==> config.mk <==
export PLATFORM = sky130hd
export DESIGN_NAME = qpht_fifo
export DESIGN_NICKNAME = d
export VERILOG_FILES = /design/src/hdl/qpht_fifo.sv
export SDC_FILE = /design/constraint.sdc
export NUM_CORES = 1
export LEC_CHECK = 0
export BUFFER_PORTS_ARGS = -buffer_cell sky130_fd_sc_hd__buf_2
export CAP_MARGIN = 40
export CORE_ASPECT_RATIO = 1.2
export CORE_UTILIZATION = 42
export DETAILED_ROUTE_END_ITERATION = 12
export GPL_TIMING_DRIVEN = 0
export PLACE_DENSITY = 0.67
export SYNTH_ARGS = -nofsm -noshare
export SYNTH_HDL_FRONTEND = slang
export SYNTH_SLANG_ARGS = --single-unit
==> constraint.sdc <==
create_clock -name clk -period 1.7 [get_ports clk]
set_input_delay 0.17 -clock clk [delete_from_list [all_inputs] [get_ports clk]]
set_output_delay 0.17 -clock clk [all_outputs]
set_load 0.02 [all_outputs]
==> src/hdl/qpht_fifo.sv <==
module qpht_fifo #(
	parameter int W = 8
) (
	input  logic         clk,
	input  logic         arst_n,
	input  logic         push,
	input  logic [W-1:0] push_data,
	output logic         full,
	input  logic         pop,
	output logic [W-1:0] pop_data,
	output logic         empty
);

	logic [W-1:0] mem_q [2];
	logic         wr_q;
	logic         rd_q;
	logic [1:0]   cnt_q;

	assign full     = (cnt_q == 2'd2);
	assign empty    = (cnt_q == 2'd0);
	assign pop_data = mem_q[rd_q];

	// Store entries
	always_ff @(posedge clk) begin
		if (push && !full) begin
			mem_q[wr_q] <= push_data;
		end
	end

	// Advance pointers and count
	always_ff @(posedge clk or negedge arst_n) begin
		if (!arst_n) begin
			wr_q  <= 1'b0;
			rd_q  <= 1'b0;
			cnt_q <= 2'd0;
		end else begin
			if (push && !full) begin
				wr_q <= ~wr_q;
			end
			if (pop && !empty) begin
				rd_q <= ~rd_q;
			end
			unique case ({push && !full, pop && !empty})
				2'b10:   cnt_q <= cnt_q + 2'd1;
				2'b01:   cnt_q <= cnt_q - 2'd1;
				default: cnt_q <= cnt_q;
			endcase
		end
	end

endmodule

-- After elaboration in Yosys (flattened, before gate mapping)
Memories as Yosys holds them, arrays and structs flattened.
Cells that the tools add are included.
- bits in registers: 4
- bits in latches: 0
- RAM bits: 16
- memory bits (read-only): 0
- input bits: 12
- word-level logic and storage cells: 20
- memories kept: 1
- memories (name ; words ; bits a word ; read ports ; clocked after memory_dff ; write ports ; RTL line ; RTL):
    mem_q ; 2 ; 8 ; 1 ; 0 ; 1 ; 14 ; logic [W-1:0] mem_q [2];
- add/sub/neg operators: 2
- multiply operators: 0
- divide/modulo/power cells: 0
- $lt $le $gt $ge: 0
- eq/ne operators: 3
- shifts and indexed selects: 0
- multiplexer cells: 3
- bitwise logic cells: 2
- reduce and logical (&&, ||, !) cells: 6
- operators with widths (operator ; number):
    $eq A2 B2 Y1 const B ; 2
    $pmux W2 S2 ; 1
    $add A2 B1 Y2 const B ; 1
    $eq A2 B1 Y1 const B ; 1
    $logic_and A1 B1 Y1 ; 2
    $logic_not A1 Y1 ; 2
    $logic_not A2 Y1 ; 1
    $mux W1 ; 2
    $not A1 Y1 ; 2
    $reduce_bool A2 Y1 ; 1
    $sub A2 B1 Y2 const B ; 1

-- Longest topological paths before layout
- word-level depth: 5
- mapped depth: 6

-- Worst setup path after synthesis
No wires, ideal clock.
- path kind: register to register
- start point: register cnt_q[0]
- end point: register cnt_q[1]
- arrival: 1.435 ns
- required time: 1.621 ns
- slack: 0.185 ns
- cell stages (with the launch flop): 6
- buffers on the path: 0
- path through: dfrtp_1 > nor2_1 > nor2b_2 > ha_1 > nor2_1 > xor2_1
- longest elaborated chain between the ends: 5
- elaborated cells on any way between the ends: 12
- those cells by class: add/sub (2); eq/ne (3); mux (1); reduce/logical (6)
- RTL lines (what ; RTL line ; RTL):
    start: declaration ; 17 ; logic [1:0] cnt_q;
    start signal: assignment ; 44 ; 2'b10: cnt_q <= cnt_q + 2'd1;
    start signal: assignment ; 45 ; 2'b01: cnt_q <= cnt_q - 2'd1;
    start signal: assignment ; 46 ; default: cnt_q <= cnt_q;
    $logic_not A2 Y1 (*) ; 20 ; assign empty = (cnt_q == 2'd0);
    via empty ; 11 ; output logic empty
    $logic_not A1 Y1 (*) ; 43 ; unique case ({push && !full, pop && !empty})
    $logic_and A1 B1 Y1 (*) ; 43 ;
    $eq A2 B1 Y1 / $eq A2 B2 Y1 (equally long branches) ; 43 ;
    $pmux W2 S2 / $reduce_bool A2 Y1 (equally long branches) ; - ;
The timed path passes the listed nets; every way through them passes the cells marked *.
A chain may end at the register's enable or synchronous reset.

-- Worst setup path after layout
- start point: register rd_q
- end point: output port pop_data[2]
- longest elaborated chain between the ends: 1
- RTL lines (what ; RTL line ; RTL):
    start: declaration ; 16 ; logic rd_q;
    start signal: assignment ; 41 ; rd_q <= ~rd_q;
    $mem_v2 Z2 W8 ; - ;
    end: declaration ; 10 ; output logic [W-1:0] pop_data,
No other way between the ends.

==> qor.csv <==
metric;value;unit
critPathArrivalTime;1390;ps
layout.nets;83;
comb_power_share;0.403;
power_frac_seq;0.462;
first_iter_violations;15;
met1_usage;0.176;
wl_per_cell;13.5;um
p_int;1.04;mW
path_clk_slew;100;ps
status;completed;
finalClockSkew;0.901;ps
switching_share;0.351;
clk_latency;290;ps
portBuffers;21;
async_reset_ff_frac;0.200;
synthesis.area;772;um2
setup_viol;0;
numCtsBuffers;3;
hold_ws;60.5;ps
yosys_warnings;0;
grt_max_degree;12;
worst_setup_path_start_kind;register;
fin_crit_sh;0.915;
fill_cells;153;
area_growth;21.6;%
p_clk_frac;0.135;
synth_area_leader_cell;edfxtp_1;
rsz0062_at_grt;no;
cap_violations;0;
grt_pass1_wl;1920;um
synth_cells;43;
drive_gt1_frac;0.507;
switchingPower;0.563;mW
n_antenna_cell;0;
antenna_found_initial;0;
rows;16;
cts_tree;done;
dp_hpwl;842;um
die_area;0.00201;mm2
final_util;0.558;
reg2reg_from;cnt_q[0];
tightest_slew;450;ps
ir_drop;0.000787;V
fin_setup_tns;0;ps
period_minus_slack;1560;ps
avgSynthCellArea;18.0;um2
drt_first_pass_iters;4;
use_met2;0.237;
coreArea;0.00168;mm2
p_leak;0.386;nW
yosysMostFrequentCell;edfxtp_1;
clockBufferDepth;2;
initial_core_util;0.459;
maxSlewHeadroom;0.700;
via_per_inst;4.92;
ios;22;
ys_types;13;
hold_viol_final;0;
synth-seq-cells;20;
min_path_type;in2reg;
place_congestion;0.626;
grt.overflow.total;0;
use_met3;0.0411;
hold_start;push_data[2];
die_x;41.1;um
required;1530;ps
ys.flop_type;edfxtp_1;
p_per_area;1710;mW/mm2
timing.fmax;643;MHz
ant_nets;0;
endpoint_kind;output pin;
yosysSeqAreaShare;0.752;
track_usage;0.145;
cts.sinks;20;
top_usage_layer;met2;
fp.dieH;49.0;um
synth_top_area_frac;0.622;
wl;1170;um
grt_pass1_vias;445;
root_buffer;clkbuf_4;
synth_common_cells;edfxtp_1, mux2_2, dfrtp_1;
synth_edf_count;16;
h-tree-depth;1;
vias;428;
worstPathMaxFanout;9;
crit_start;rd_q;
drc;0;
synth_nets;56;
synth_area_leaders;edfxtp_1, dfrtp_1, mux2_2;
crit_type;reg2out;
drv_slew;0;
-- final timing paths --
kind / to / slack (ps) / cells past startpoint
max: pop_data[2] / 140 / 3
max reg2reg: mem_q[0][6] / 290 / 3
max in group asynchronous: cnt_q[1] / 1370 / 2
min: mem_q[1][2] / 60 / 1
min reg2reg: cnt_q[1] / 500 / 1
min in group asynchronous: wr_q / 210 / 2
-- cell type report --
cell class / instances / area (um2) / share of cell area
clock buffers: 3 / 22.5 / 0.0240
inverters: 1 / 3.75 / 0.00400
well taps: 18 / 22.5 / 0.0240
flip-flops and latches: 20 / 581 / 0.619
plain buffers: 1 / 5.00 / 0.00533
multi-input cells: 21 / 185 / 0.197
repair buffers: 22 / 115 / 0.123
clock inverters: 1 / 3.75 / 0.00400
-- stage by stage --
stage | worst slack (ps) | power, mW | std cells | cell area [um2]
2_1_floorplan | 185 | 1.22 | 43 | 772
3_3_place_gp | 69.0 | 1.38 | 82 | 900
3_5_place_dp | 76.3 | 1.40 | 82 | 900
4_1_cts | 49.5 | 1.63 | 87 | 936
5_1_grt | 56.4 | 1.73 | 87 | 938
6_report | 144 | 1.61 | 87 | 938
-- layout by cell type (no fill, tap or decap) --
| master | netlist | routed |
|---|---|---|
| inv_1 | 1 | 1 |
| clkbuf_4 | 0 | 3 |
| dlygate4sd3_1 | 0 | 1 |
| dfrtp_1 | 4 | 4 |
| nand2_1 | 1 | 1 |
| clkinv_1 | 0 | 1 |
| ha_1 | 1 | 1 |
| buf_2 | 1 | 22 |
| xor2_1 | 2 | 2 |
| xnor2_1 | 3 | 3 |
| nand2b_1 | 1 | 1 |
| nor2b_2 | 1 | 1 |
| and3_1 | 1 | 1 |
| nor2_2 | 0 | 1 |
| mux2_2 | 8 | 8 |
| edfxtp_1 | 16 | 16 |
| nor2_1 | 3 | 2 |
-- layer usage --
layer	up-vias	routed length (um)
met3	0	60
met4	0	0
li1	208	-
met1	204	459
met2	16	653
met5	-	0
-- state kept, by name, indices dropped and copies added, names as in the netlist --
name / cells
rd_q: 1
mem_q: 16
wr_q: 1
cnt_q: 2
-- power groups by stage --
stage               Sequential (mW)  Combinational (mW)  Clock (mW)
floorplan                     0.738               0.479           0
global placement              0.747               0.637           0
detailed placement            0.755               0.649           0
CTS                           0.743               0.656       0.230
global route                  0.763               0.718       0.249
finish                        0.742               0.646       0.217
-- cell families (layout without fill, tap and decap cells) --
group | Yosys count | count (layout) | share of synthesized area
buf+inv | 2 | 28 | 0.0113
mux | 8 | 8 | 0.117
simple gates | 7 | 7 | 0.0470
xor+xnor | 5 | 5 | 0.0567
flops | 20 | 20 | 0.752
fa+ha+maj | 1 | 1 | 0.0162
-- worst max-delay path, cell delays in order (launching register included) --
cell and delay [ps]:
dfrtp_1 340, buf_2 240, mux2_2 360, buf_2 160
-- repair_timing --
item	4_1_cts	5_1_grt
hold buffers	1	0
endpoints found under the setup margin	0	8
setup buffers	0	0
resized for setup	0	1
endpoints found under the hold margin	4	0
(Power assumes the default switching activity.)
