`src/hdl/qpht_pkg.sv`:
```
package qpht_pkg;

	// Widths fixed by the item and register formats
	localparam int TS_BITS     = 11;
	localparam int SLOT_BITS   = 10;
	localparam int KEY_IN_BITS = 32;

	// Digits of the home-slot remainder retired per cycle
	localparam int DIV_STEP = 4;

	// Action codes
	typedef enum logic {
		ACT_FIND   = 1'b0,
		ACT_INSERT = 1'b1
	} action_t;

	// Status from the probe engine to the front end
	typedef struct packed {
		logic ready;
	} back_status_t;

endpackage

```
`src/hdl/qpht_front.sv`:
```
module qpht_front #(
	parameter int CAPACITY = 1024,
	parameter int KEY_BITS = 32,
	parameter int AW       = 10,
	parameter int NW       = 11,
	parameter int EW       = 43
) (
	input  logic                          clk,
	input  logic                          arst_n,
	input  qpht_pkg::back_status_t        status,
	input  logic [NW-1:0]                 n,
	input  logic                          in_valid,
	output logic                          in_stall,
	input  logic                          action,
	input  logic [qpht_pkg::KEY_IN_BITS-1:0] key,
	output logic                          push,
	output logic [EW-1:0]                 push_data,
	input  logic                          full
);

	localparam int KE = (KEY_BITS < qpht_pkg::KEY_IN_BITS) ? KEY_BITS : qpht_pkg::KEY_IN_BITS;
	localparam int ND = (KE + qpht_pkg::DIV_STEP - 1) / qpht_pkg::DIV_STEP;
	localparam int KP = ND * qpht_pkg::DIV_STEP;
	localparam int CW = $clog2(ND + 1);

	typedef enum logic [1:0] {F_IDLE, F_DIV, F_PUSH} fstate_t;

	fstate_t             state_q;
	logic                act_q;
	logic [KEY_BITS-1:0] key_q;
	logic [KP-1:0]       sh_q;
	logic [NW-1:0]       rem_q;
	logic [CW-1:0]       cnt_q;
	logic [NW-1:0]       rem_nxt;
	logic [NW:0]         t;
	logic [KE-1:0]       key_eff;

	assign in_stall  = !(state_q == F_IDLE && status.ready);
	assign push      = (state_q == F_PUSH);
	assign push_data = {act_q, key_q, rem_q[AW-1:0]};
	assign key_eff   = KE'(key);

	// Retire several remainder digits per cycle
	always_comb begin
		t = {1'b0, rem_q};
		for (int i = 0; i < qpht_pkg::DIV_STEP; i++) begin
			t = {t[NW-1:0], sh_q[KP-1-i]};
			if (t >= {1'b0, n}) begin
				t = t - {1'b0, n};
			end
		end
		rem_nxt = t[NW-1:0];
	end

	// Accept, divide, hand over
	always_ff @(posedge clk or negedge arst_n) begin
		if (!arst_n) begin
			state_q <= F_IDLE;
			act_q   <= 1'b0;
			key_q   <= '0;
			sh_q    <= '0;
			rem_q   <= '0;
			cnt_q   <= '0;
		end else begin
			unique case (state_q)
				F_IDLE: begin
					if (in_valid && !in_stall) begin
						act_q   <= action;
						key_q   <= KEY_BITS'(key_eff);
						sh_q    <= KP'(key_eff);
						rem_q   <= '0;
						cnt_q   <= CW'(ND);
						state_q <= F_DIV;
					end
				end
				F_DIV: begin
					rem_q <= rem_nxt;
					sh_q  <= sh_q << qpht_pkg::DIV_STEP;
					cnt_q <= cnt_q - CW'(1);
					if (cnt_q == CW'(1)) begin
						state_q <= F_PUSH;
					end
				end
				F_PUSH: begin
					if (!full) begin
						state_q <= F_IDLE;
					end
				end
				default: state_q <= F_IDLE;
			endcase
		end
	end

endmodule

```
`config.mk`:
```
export PLATFORM = sky130hd
export DESIGN_NAME = qpht_front
export DESIGN_NICKNAME = d
export VERILOG_FILES = /design/src/hdl/qpht_pkg.sv /design/src/hdl/qpht_front.sv
export SDC_FILE = /design/constraint.sdc
export NUM_CORES = 1
export LEC_CHECK = 0
export ABC_AREA = 1
export BUFFER_PORTS_ARGS = -buffer_cell sky130_fd_sc_hd__buf_4
export CORE_MARGIN = 4
export CORE_UTILIZATION = 40
export DETAILED_ROUTE_END_ITERATION = 10
export GPL_TIMING_DRIVEN = 0
export PLACE_DENSITY = 0.7
export SETUP_SLACK_MARGIN = 0.3
export SYNTH_ARGS = -nofsm -noshare
export SYNTH_HDL_FRONTEND = slang
export SYNTH_SLANG_ARGS = --single-unit
```
`constraint.sdc`:
```
create_clock -name clk -period 9.5 [get_ports clk]
set_input_delay 1.9 -clock clk [delete_from_list [all_inputs] [get_ports clk]]
set_output_delay 1.9 -clock clk [all_outputs]
set_load 0.01 [all_outputs]
```
Word-level counts from Yosys, hierarchy flattened
Cells that the tools add are included.
- register bits: 82
- input port bits: 49
- output and inout bits: 45
- word-level logic and storage cells: 43
- add/subtract/negate cells: 5
- magnitude comparators: 4
- equal/unequal tests: 6
- muxes and demuxes: 14
- reductions and logical operators: 8
- operator list (cell ; number):
    one-hot mux 32 bit (2 select lines) ; 1
    two-way mux 11 bit ; 5
    >= comparator 12 x 11 -> 1 bit ; 4
    subtractor 11 bit ; 4
    two-way mux 32 bit ; 1
    one-hot mux 11 bit (2 select lines) ; 1
    one-hot mux 4 bit (2 select lines) ; 1
    two-way mux 2 bit ; 3
    one-hot mux 2 bit (3 select lines) ; 1
    == test 4 x 1 -> 1 bit, second input constant ; 1
    two-way mux 4 bit ; 1
    != test 2 bit, second input constant ; 2
    AND reduction 2 bit ; 2
    subtractor 4 x 1 -> 4 bit, second input constant ; 1
    AND reduction 3 bit ; 1
    == test 2 x 1 -> 1 bit, second input constant ; 1
    == test 2 bit, second input constant ; 1
    logical AND 1 bit ; 2
    logical NOT 2 bit ; 1
    != test 2 x 1 -> 1 bit, second input constant ; 1
    nonzero test 2 bit ; 1
    logical NOT 1 bit ; 1

Longest topological paths before layout
Gate-level depths: netlist (run 1).
- depth in word-level cells: 9
- depth in mapped cells: 51
- gate-level depth less buffers: 48

Worst setup path after synthesis (run 1)
Ideal clock, no wire load.
- path type: input to register
- start: input port n[0]
- end: register rem_q[3]
- setup time: 66 ps
- data arrival time: 7824 ps
- data required time: 9434 ps
- slack: 1611 ps
- stages on the path: 48
- buffers on the path: 3
- cell sequence: ha_1 fa_1 inv_1 nand3_1 nand2_1 nand3_1 nand4_2 buf_2 nand2_1 o21ai_1 inv_1 fa_1 nand2_1 nand2_1 a21boi_0 nor2_1 nor2_1 xor2_1 (+12 left out) buf_4 nand2_1 nand2_1 inv_1 fa_1 nand3_1 and2_1 inv_1 a21oi_1 o21ai_0 nand2_1 nand3_1 inv_1 nand3_2 buf_6 nand2_1 nand3_1 nand2_1
- longest elaborated chain between the ends: 9
- elaborated cells between the ends (all ways): 13
- those cells by class: add/sub (4); order compare (4); mux (5)
- ends and longest elaborated chain (item ; RTL line ; source):
    from (decl) ; qpht_front.sv:11 ; input logic [NW-1:0] n,
    subtractor 11 bit or >= comparator 12 x 11 -> 1 bit (tied branches) ; qpht_front.sv:49, qpht_front.sv:48 ;
    two-way mux 11 bit ; qpht_front.sv:48 ; if (t >= {1'b0, n}) begin
    subtractor 11 bit or >= comparator 12 x 11 -> 1 bit (tied branches) ; qpht_front.sv:49, qpht_front.sv:48 ;
    two-way mux 11 bit ; qpht_front.sv:48 ;
    subtractor 11 bit or >= comparator 12 x 11 -> 1 bit (tied branches) ; qpht_front.sv:49, qpht_front.sv:48 ;
    two-way mux 11 bit ; qpht_front.sv:48 ;
    subtractor 11 bit or >= comparator 12 x 11 -> 1 bit (tied branches) ; qpht_front.sv:49, qpht_front.sv:48 ;
    two-way mux 11 bit (*) ; qpht_front.sv:48 ;
    one-hot mux 11 bit (2 select lines) (*) ; qpht_front.sv:65 ; unique case (state_q)
    to (signal assigned) ; qpht_front.sv:77 ; rem_q <= rem_nxt;
    to (decl) ; qpht_front.sv:32 ; logic [NW-1:0] rem_q;
Every way passes the cells marked *; elsewhere a longest branch is shown, timed or not.
A chain may end at the register's enable or synchronous reset.

Worst setup path in the final report (run 1)
- start: input port n[0]
- end: register rem_q[2]
- longest elaborated chain between the ends: 9
- elaborated cells between the ends (all ways): 13
- those cells by class: add/sub (4); order compare (4); mux (5)
- ends and longest elaborated chain (item ; RTL line):
    subtractor 11 bit or >= comparator 12 x 11 -> 1 bit (tied branches) ; qpht_front.sv:49, qpht_front.sv:48
    two-way mux 11 bit ; qpht_front.sv:48
    subtractor 11 bit or >= comparator 12 x 11 -> 1 bit (tied branches) ; qpht_front.sv:49, qpht_front.sv:48
    two-way mux 11 bit ; qpht_front.sv:48
    >= comparator 12 x 11 -> 1 bit or subtractor 11 bit (tied branches) ; qpht_front.sv:48, qpht_front.sv:49
    two-way mux 11 bit ; qpht_front.sv:48
    subtractor 11 bit or >= comparator 12 x 11 -> 1 bit (tied branches) ; qpht_front.sv:49, qpht_front.sv:48
    two-way mux 11 bit (*) ; qpht_front.sv:48
    one-hot mux 11 bit (2 select lines) (*) ; qpht_front.sv:65
Marks and branches as above.

==> results of run 1 <==
[per-stage QoR]
| step | instance area [µm²] | util |
|---|---|---|
| detailed placement | 7110 | 0.470 |
| CTS | 7400 | 0.488 |
| global route | 7460 | 0.493 |
| finish | 7460 | 0.493 |
| global placement | 7110 | 0.470 |
| floorplan | 6180 | - |
[critical path: cells and delay by family]
kind	cells	cell delay, ns
AOI/OAI and AO/OA	5	0.76
xor gates and xnor gates	1	0.15
adders and majority gates	5	1.92
buffers and inverters	11	1.35
and+or+nand+nor	27	2.74
[worst paths after layout]
check,end,slack [ns],cells after the start
worst max-delay path,rem_q[2],0.90,49
worst min-delay path,key_q[15],0.48,2
worst max register to register,rem_q[2],2.22,49
worst min register to register,key_q[15],0.48,2
max in group asynchronous,sh_q[0],7.11,1
min in group asynchronous,sh_q[14],1.74,1
[cells by family after synthesis]
| family | Yosys count |
|---|---|
| simple gates | 491 |
| buf+inv | 148 |
| xor+xnor | 31 |
| fa+ha+maj | 50 |
| flops | 82 |
| compound gates | 76 |
[routing by layer]
metal / GRT usage / part of all wire
met5: 0 / 0
met3: 0.0439 / 0.071
met2: 0.327 / 0.47
met4: 0.0491 / 0.020
met1: 0.249 / 0.44
[registers in the layout, indices dropped and copies added (netlist names)]
| name | cells |
|---|---|
| sh_q | 32 |
| act_q | 1 |
| cnt_q | 4 |
| state_q | 2 |
| rem_q | 11 |
| key_q | 32 |
[Yosys cell counts (2+ instances only)]
cell,n
sky130_fd_sc_hd__o22ai_1,6
sky130_fd_sc_hd__inv_2,4
sky130_fd_sc_hd__nor2_1,35
sky130_fd_sc_hd__nand3_4,2
sky130_fd_sc_hd__buf_6,3
sky130_fd_sc_hd__nand3_2,4
sky130_fd_sc_hd__dfrtp_1,82
sky130_fd_sc_hd__o21ai_0,13
sky130_fd_sc_hd__xnor2_1,14
sky130_fd_sc_hd__nand2_2,2
sky130_fd_sc_hd__ha_1,46
sky130_fd_sc_hd__and2_1,2
sky130_fd_sc_hd__nand3b_1,2
sky130_fd_sc_hd__xor2_1,17
sky130_fd_sc_hd__nor3_1,4
sky130_fd_sc_hd__nand4_1,14
sky130_fd_sc_hd__nand3_1,81
sky130_fd_sc_hd__buf_2,5
sky130_fd_sc_hd__clkinv_1,3
sky130_fd_sc_hd__a21boi_1,2
sky130_fd_sc_hd__or2_2,2
sky130_fd_sc_hd__a21oi_1,27
sky130_fd_sc_hd__o21bai_1,4
sky130_fd_sc_hd__o211ai_1,9
sky130_fd_sc_hd__nor2_4,2
sky130_fd_sc_hd__fa_1,4
sky130_fd_sc_hd__buf_4,12
sky130_fd_sc_hd__a21oi_4,2
sky130_fd_sc_hd__inv_1,107
sky130_fd_sc_hd__o21ai_1,7
sky130_fd_sc_hd__clkbuf_1,14
sky130_fd_sc_hd__a21o_1,3
sky130_fd_sc_hd__nand2_1,335
[placed cells by master (no fill, tap or decap), types with 4 or more instances in the layout]
| cell type | n |
|---|---|
| sky130_fd_sc_hd__a21oi_1 | 26 |
| sky130_fd_sc_hd__buf_4 | 108 |
| sky130_fd_sc_hd__clkbuf_1 | 14 |
| sky130_fd_sc_hd__clkbuf_16 | 9 |
| sky130_fd_sc_hd__dfrtp_1 | 82 |
| sky130_fd_sc_hd__fa_1 | 4 |
| sky130_fd_sc_hd__ha_1 | 46 |
| sky130_fd_sc_hd__inv_1 | 106 |
| sky130_fd_sc_hd__inv_2 | 4 |
| sky130_fd_sc_hd__nand2_1 | 334 |
| sky130_fd_sc_hd__nand3_1 | 79 |
| sky130_fd_sc_hd__nand3_2 | 6 |
| sky130_fd_sc_hd__nand4_1 | 14 |
| sky130_fd_sc_hd__nor2_1 | 35 |
| sky130_fd_sc_hd__nor3_1 | 4 |
| sky130_fd_sc_hd__o211ai_1 | 9 |
| sky130_fd_sc_hd__o21ai_0 | 12 |
| sky130_fd_sc_hd__o21ai_1 | 8 |
| sky130_fd_sc_hd__o21bai_1 | 4 |
| sky130_fd_sc_hd__o22ai_1 | 6 |
| sky130_fd_sc_hd__xnor2_1 | 14 |
| sky130_fd_sc_hd__xor2_1 | 17 |
[layout make-up]
class / instances / area, µm²
buffer: 34 / 206
clock buffer: 9 / 225
clock inverter: 7 / 60.1
fill: 1469 / 7680
inverter: 114 / 432
multi-input combinational: 649 / 3540
sequential: 82 / 2050
tap: 188 / 235
timing repair buffer: 95 / 713
[timing repair]
| action | in CTS | in global routing |
|---|---|---|
| endpoints found under the hold margin | 0 | 0 |
| setup buffers | 0 | 2 |
| endpoints found under the setup margin | 0 | 11 |
| resized for setup | 0 | 12 |
==> reports/summary.md, run 1 <==
Biggest fanout along the worst timing path: 10. Dividing the detail-routed wire length by the instance count gives 14.4 µm. Worst flop-to-flop path startpoint: sh_q[31].

Once layout is complete, the cells apart from fillers number 1178. The detailed-route vias per instance is 4.98. The critical path launch point type is a primary input. The post-synthesis adder-cell area fraction came out at 0.106. A synthesized cell averages 7.04 µm².

In the final timing run, aggregate negative setup slack is 0 ns. The share of flip-flops with an asynchronous set or reset after synthesis was 1.00. The worst hold path begins at key_q[15]. The synthesized flop and latch total came out at 82. At the end of the flow, the number of nets in the layout was 1084. Among all stages on the critical path, the largest delay is contributed by sky130_fd_sc_hd__fa_1. The tools report the global placer's final weighted congestion as 0.915. In the synthesized netlist the dominant register cell turns out to be sky130_fd_sc_hd__dfrtp_1. Fraction of the mapped netlist area in compound gates: 0.0747.

Dominant combinational cell family by area after synthesis: simple AND/OR/NAND/NOR gates. TritonCTS built the clock tree. The logs give 45 for the cell row count and 0 for the hold violation count in the final report. The clock period minus worst slack came out at 8.60 ns.

Entering global routing, the biggest net connects 83 pins. The part of the Yosys area used for sequential elements was 0.332. Post-route worst setup slack: 0.899 ns. The initial antenna violation count was 0. Setup violations remaining at the end of the flow were counted as 0. The period utilization is 0.905.

For the Yosys warning count, the log shows 0. Most prevalent standard cell on the critical path: sky130_fd_sc_hd__nand2_1. From bottom edge to top edge, the die measures 132 µm. For the via count of the first global-routing pass, the log shows 5704. The tool flagged a number of max-cap violations equal to 0. For this run, the slowest stage of the critical path takes 0.48 ns. Tracing the worst setup path back leads to its startpoint at n[0]. Counting along the longest clock path gives a buffer depth of 2. Global-route wire length before repair: 27600 µm. After clock tree synthesis, the clock-pin slew on the worst setup and hold paths is 0.07 ns. The total congestion overflow after global routing was 0; the final routed DRC violation total was 0. The run gives 13100 µm as the half-perimeter wire length after detailed placement. The clock root buffer was sky130_fd_sc_hd__clkbuf_16. The total CTS buffers was 9. Setup repair after global routing left no endpoint under its margin. During I/O placement, the number of pins put on the boundary was 94. The area growth from synthesis to layout is 20.8%. For this run, the top clock speed supported by timing is 116 MHz. For the critical path arrival, the log shows 8.88 ns. The tools report the instance count after placement with tap cells included as 1159.

The combined global-route utilization of all metal layers is 0.193, and the ratio of cells with drive above 1 in the final layout is 0.160. The logs give 0.408 for the initial core utilization and 0 for the count of final max-slew check failures. Synthesis produced a netlist with a net count of 977.

The area share of and/or/nand/nor cells after synthesis was 0.341. After synthesis, the cell types taking the most area are sky130_fd_sc_hd__dfrtp_1, sky130_fd_sc_hd__nand2_1, sky130_fd_sc_hd__ha_1, sky130_fd_sc_hd__nand3_1, sky130_fd_sc_hd__inv_1. The logs give 0.216 ns for the pre-CTS setup slack and 0 for the remaining antenna violation count after routing. After synthesis the cells add up to 6180 µm².

The run gives 82 as the number of clock sinks seen by CTS. The tools report the final antenna diode count as 0. The share of the synthesized area in the top cell type was 0.332; the die extent in x was 132 µm. STA puts the critical path data required time at 9.77 ns.

The H-tree was split into 3 levels. The logs give 17000 µm for the sum of routed wire length over all layers and 0.317 for the relative slew slack. The worst-skew pair later-pin latency came out at 0.34 ns.

The critical path in this run is classified as in2reg. The run finished with clean final reports. In the synthesized netlist, the number of instances is 878. Hold is met by 0.483 ns. Synthesis instantiated 42 different standard cells from the library. The floorplan step defined a core boundary enclosing 15100 µm². The class of the tightest hold or removal check is reg2reg.

sky130_fd_sc_hd__dfrtp_1 takes more of the synthesized area than any other cell. For the final database, setup skew stands at 0.00677 ns. The xor and xnor area share after synthesis was 0.0439.

STA classifies the critical path endpoint as a flip-flop. The number of buffers inserted by hold repair at cts was 0; the mux contribution to synthesized area was 0. The first detailed-routing pass took 5 iterations.

The die covers 17500 µm². The violation count after the first detailed-routing iteration was 294; the number of flops mapped to enable cells by yosys was 0. The number of vias in the routed layout was 5864; the transition time of the tightest slew-check pin was 1.02 ns. The number of I/O port buffers is 93.
Power of run 1 is left out: the tool's default activity adds up to more than one toggle a clock period on the data nets, which glitch-free logic cannot reach.
==> inputs of run 2 (changes only) <==
==> constraint.sdc (replaced) <==
create_clock -name clk -period 9.5 [get_ports clk]
set_input_delay 1.425 -clock clk [delete_from_list [all_inputs] [get_ports clk]]
set_output_delay 1.425 -clock clk [all_outputs]
set_load 0.01 [all_outputs]
==> run 2 against run 1 <==
  * Critical path depth fell by 2
  * Core utilization fell by 0.43 points
  * Sequential share of layout area grew 0.24 points
  * Routed wire length down 0.92%
  * First-iteration DRC count is 21% higher
  * Final area fell by 0.87%
  * Critical endpoint is now rem_q[1]
  * Worst hold slack is essentially flat
  * Highest routed layer unchanged
  * Via count fell by 0.72%
==> reports/summary.md, run 2 (synthesized netlist as in run 1, its figures left out) <==
The register clock-pin slew on the reported worst setup and hold paths was 0.07 ns (about the same); the number of failing setup endpoints in the final timing report was 0 (unchanged). Number of buffers inserted by hold repair at cts: 0 (unchanged). The tools report the final core utilization as 0.488 (was 0.493). Total congestion overflow after global routing: 0 (unchanged).

Pre-CTS setup slack: 0.691 ns (was 0.216 ns). The max-cap check violation count was 0 (unchanged); the average wire per cell in the routed design was 14.3 µm (was 14.4 µm). The worst-skew pair later-pin latency is 0.34 ns (about the same), and the final antenna diode count is 0 (unchanged). The transition time of the tightest slew-check pin is 1.04 ns (was 1.02 ns).

For the deepest clock path buffer count, the log shows 2 (unchanged). The start point of the worst min-delay path is key_q[15] (unchanged). The relative slew slack is 0.308 (was 0.317). The tools report the level count of the clock H-tree as 3 (unchanged). Commonest cells after routing, fill and taps aside: sky130_fd_sc_hd__nand2_1, sky130_fd_sc_hd__inv_1, sky130_fd_sc_hd__buf_4 (was sky130_fd_sc_hd__nand2_1, sky130_fd_sc_hd__buf_4, sky130_fd_sc_hd__inv_1). The ratio of cells with drive above 1 in the final layout is 0.152 (was 0.160). The critical path launch point type is a primary input (unchanged). The run gives 0.408 (unchanged) as the initial core utilization. The worst flop-to-flop path startpoint was sh_q[31] (unchanged).

The global-route wire length before repair was 27600 µm (unchanged). The clock root buffer is sky130_fd_sc_hd__clkbuf_16 (unchanged). For the critical path arrival, the log shows 8.72 ns (was 8.88 ns).

The number of filler cells placed in the layout was 1473 (was 1469); the count of final max-slew check failures was 0 (unchanged). The area of the die is 17500 µm² (unchanged). The class of the tightest hold or removal check is reg2reg (unchanged). The logs give 5704 (unchanged) for the via count of the first global-routing pass and 0 (unchanged) for the hold violation count in the final report. The number of clock sinks seen by CTS was 82 (unchanged); the I/O pin total was 94 (unchanged). Setup repair after global routing left no endpoint under its margin. The sum of routed wire length over all layers came out at 16900 µm (was 17000 µm).

The half-perimeter wire length after detailed placement was 13100 µm (unchanged); the sum of negative setup slack was 0 ns (unchanged). Critical path start-end classification: in2reg (unchanged). Largest registers ranked by flip-flop count: key_q x32, sh_q x32, rem_q x11 (unchanged). The tools report the cell row count as 45 (unchanged). Number of vias in the routed layout: 5822 (was 5864).

Total of cells resized after clock tree synthesis: 0 (unchanged). The period utilization was 0.894 (was 0.905); the biggest fanout along the worst timing path was 10 (unchanged). The worst setup path startpoint was n[0] (unchanged).

The number of setup buffers added after CTS was 0 (unchanged); the area added between synthesis and finish was 19.7% (was 20.8%). Type of destination of the critical path: a flip-flop (unchanged). The number of nets in the layout is 1081 (was 1084). The placeable core region was 15100 µm² (unchanged). The maximum clock rate is 118 MHz (was 116 MHz). The tools report the initial antenna violation count as 0 (unchanged). The detailed-route vias per instance came out at 4.95 (was 4.98). The tools report the total iterations of the first detailed-routing run as 5 (unchanged). The die height works out to 132 µm (unchanged). The post-route worst setup slack is 1.01 ns (was 0.899 ns). The run gives 0.193 (unchanged) as the combined global-route utilization of all metal layers.

The slowest cell on the critical path was sky130_fd_sc_hd__fa_1 (unchanged). The die extent in x was 132 µm (unchanged); the post-route clock skew was 0.00647 ns (was 0.00677 ns). For the remaining antenna violation count after routing, the log shows 0 (unchanged). The total CTS buffers came out at 9 (unchanged).

The stage delay of the slowest cell on the critical path was 0.48 ns (about the same); the worst path required time was 9.73 ns (was 9.77 ns). For the violation count after the first detailed-routing iteration, the log shows 357 (was 294). The most prevalent standard cell on the critical path was sky130_fd_sc_hd__nand2_1 (unchanged). The final routed DRC violation total came out at 0 (unchanged). The run finished with clean final reports. The clock period minus worst slack came out at 8.49 ns (was 8.60 ns). The number of I/O port buffers is 93 (unchanged).

TritonCTS built the clock tree. The global placer's final weighted congestion is 0.915 (unchanged). The run gives 83 (unchanged) as the maximum number of pins on one net before global-route repair. The most common library cell in the layout ignoring fill and taps is sky130_fd_sc_hd__nand2_1 (unchanged).
[run 2: final cells by class]
cell class / instances / area [µm²] / share of cell area
clock inverters: 7 / 60.1 / 0.00812
clock buffers: 9 / 225 / 0.0304
well taps: 188 / 235 / 0.0318
plain buffers: 34 / 201 / 0.0272
repair buffers: 93 / 698 / 0.0944
inverters: 114 / 428 / 0.0578
flip-flops and latches: 82 / 2050 / 0.277
multi-input cells: 648 / 3500 / 0.473
[run 2: worst max-delay path, delay by kind of cell]
family                     cells  cell delay, ns
AOI/OAI and AO/OA              6            1.27
buffers and inverters          9            1.12
xor gates and xnor gates       1            0.15
and+or+nand+nor               26            2.82
adders and majority gates      5            1.92
[run 2: worst paths after layout]
check / endpoint / slack, ns / cells after the start
setup reg to reg: rem_q[1] / 1.86 / 47
max in group asynchronous: key_q[4] / 7.57 / 1
setup / recovery: rem_q[1] / 1.01 / 47
hold / removal: key_q[15] / 0.48 / 2
hold reg to reg: key_q[15] / 0.48 / 2
min in group asynchronous: sh_q[14] / 1.26 / 1
[run 2: stage by stage]
step	hold slack (ns)	area, µm²	cells
after floorplan	0.450	6180	878
after global placement	0.465	7110	1159
after detailed placement	0.468	7110	1159
after CTS	0.483	7400	1175
after global routing	0.499	7400	1175
final	0.483	7400	1175
[run 2: metal layers]
layer / global-route usage / part of all wire
met2: 0.327 / 0.47
met1: 0.249 / 0.44
met3: 0.0439 / 0.078
met5: 0 / 0
met4: 0.0491 / 0.020
Power of run 2 is left out for the same reason.
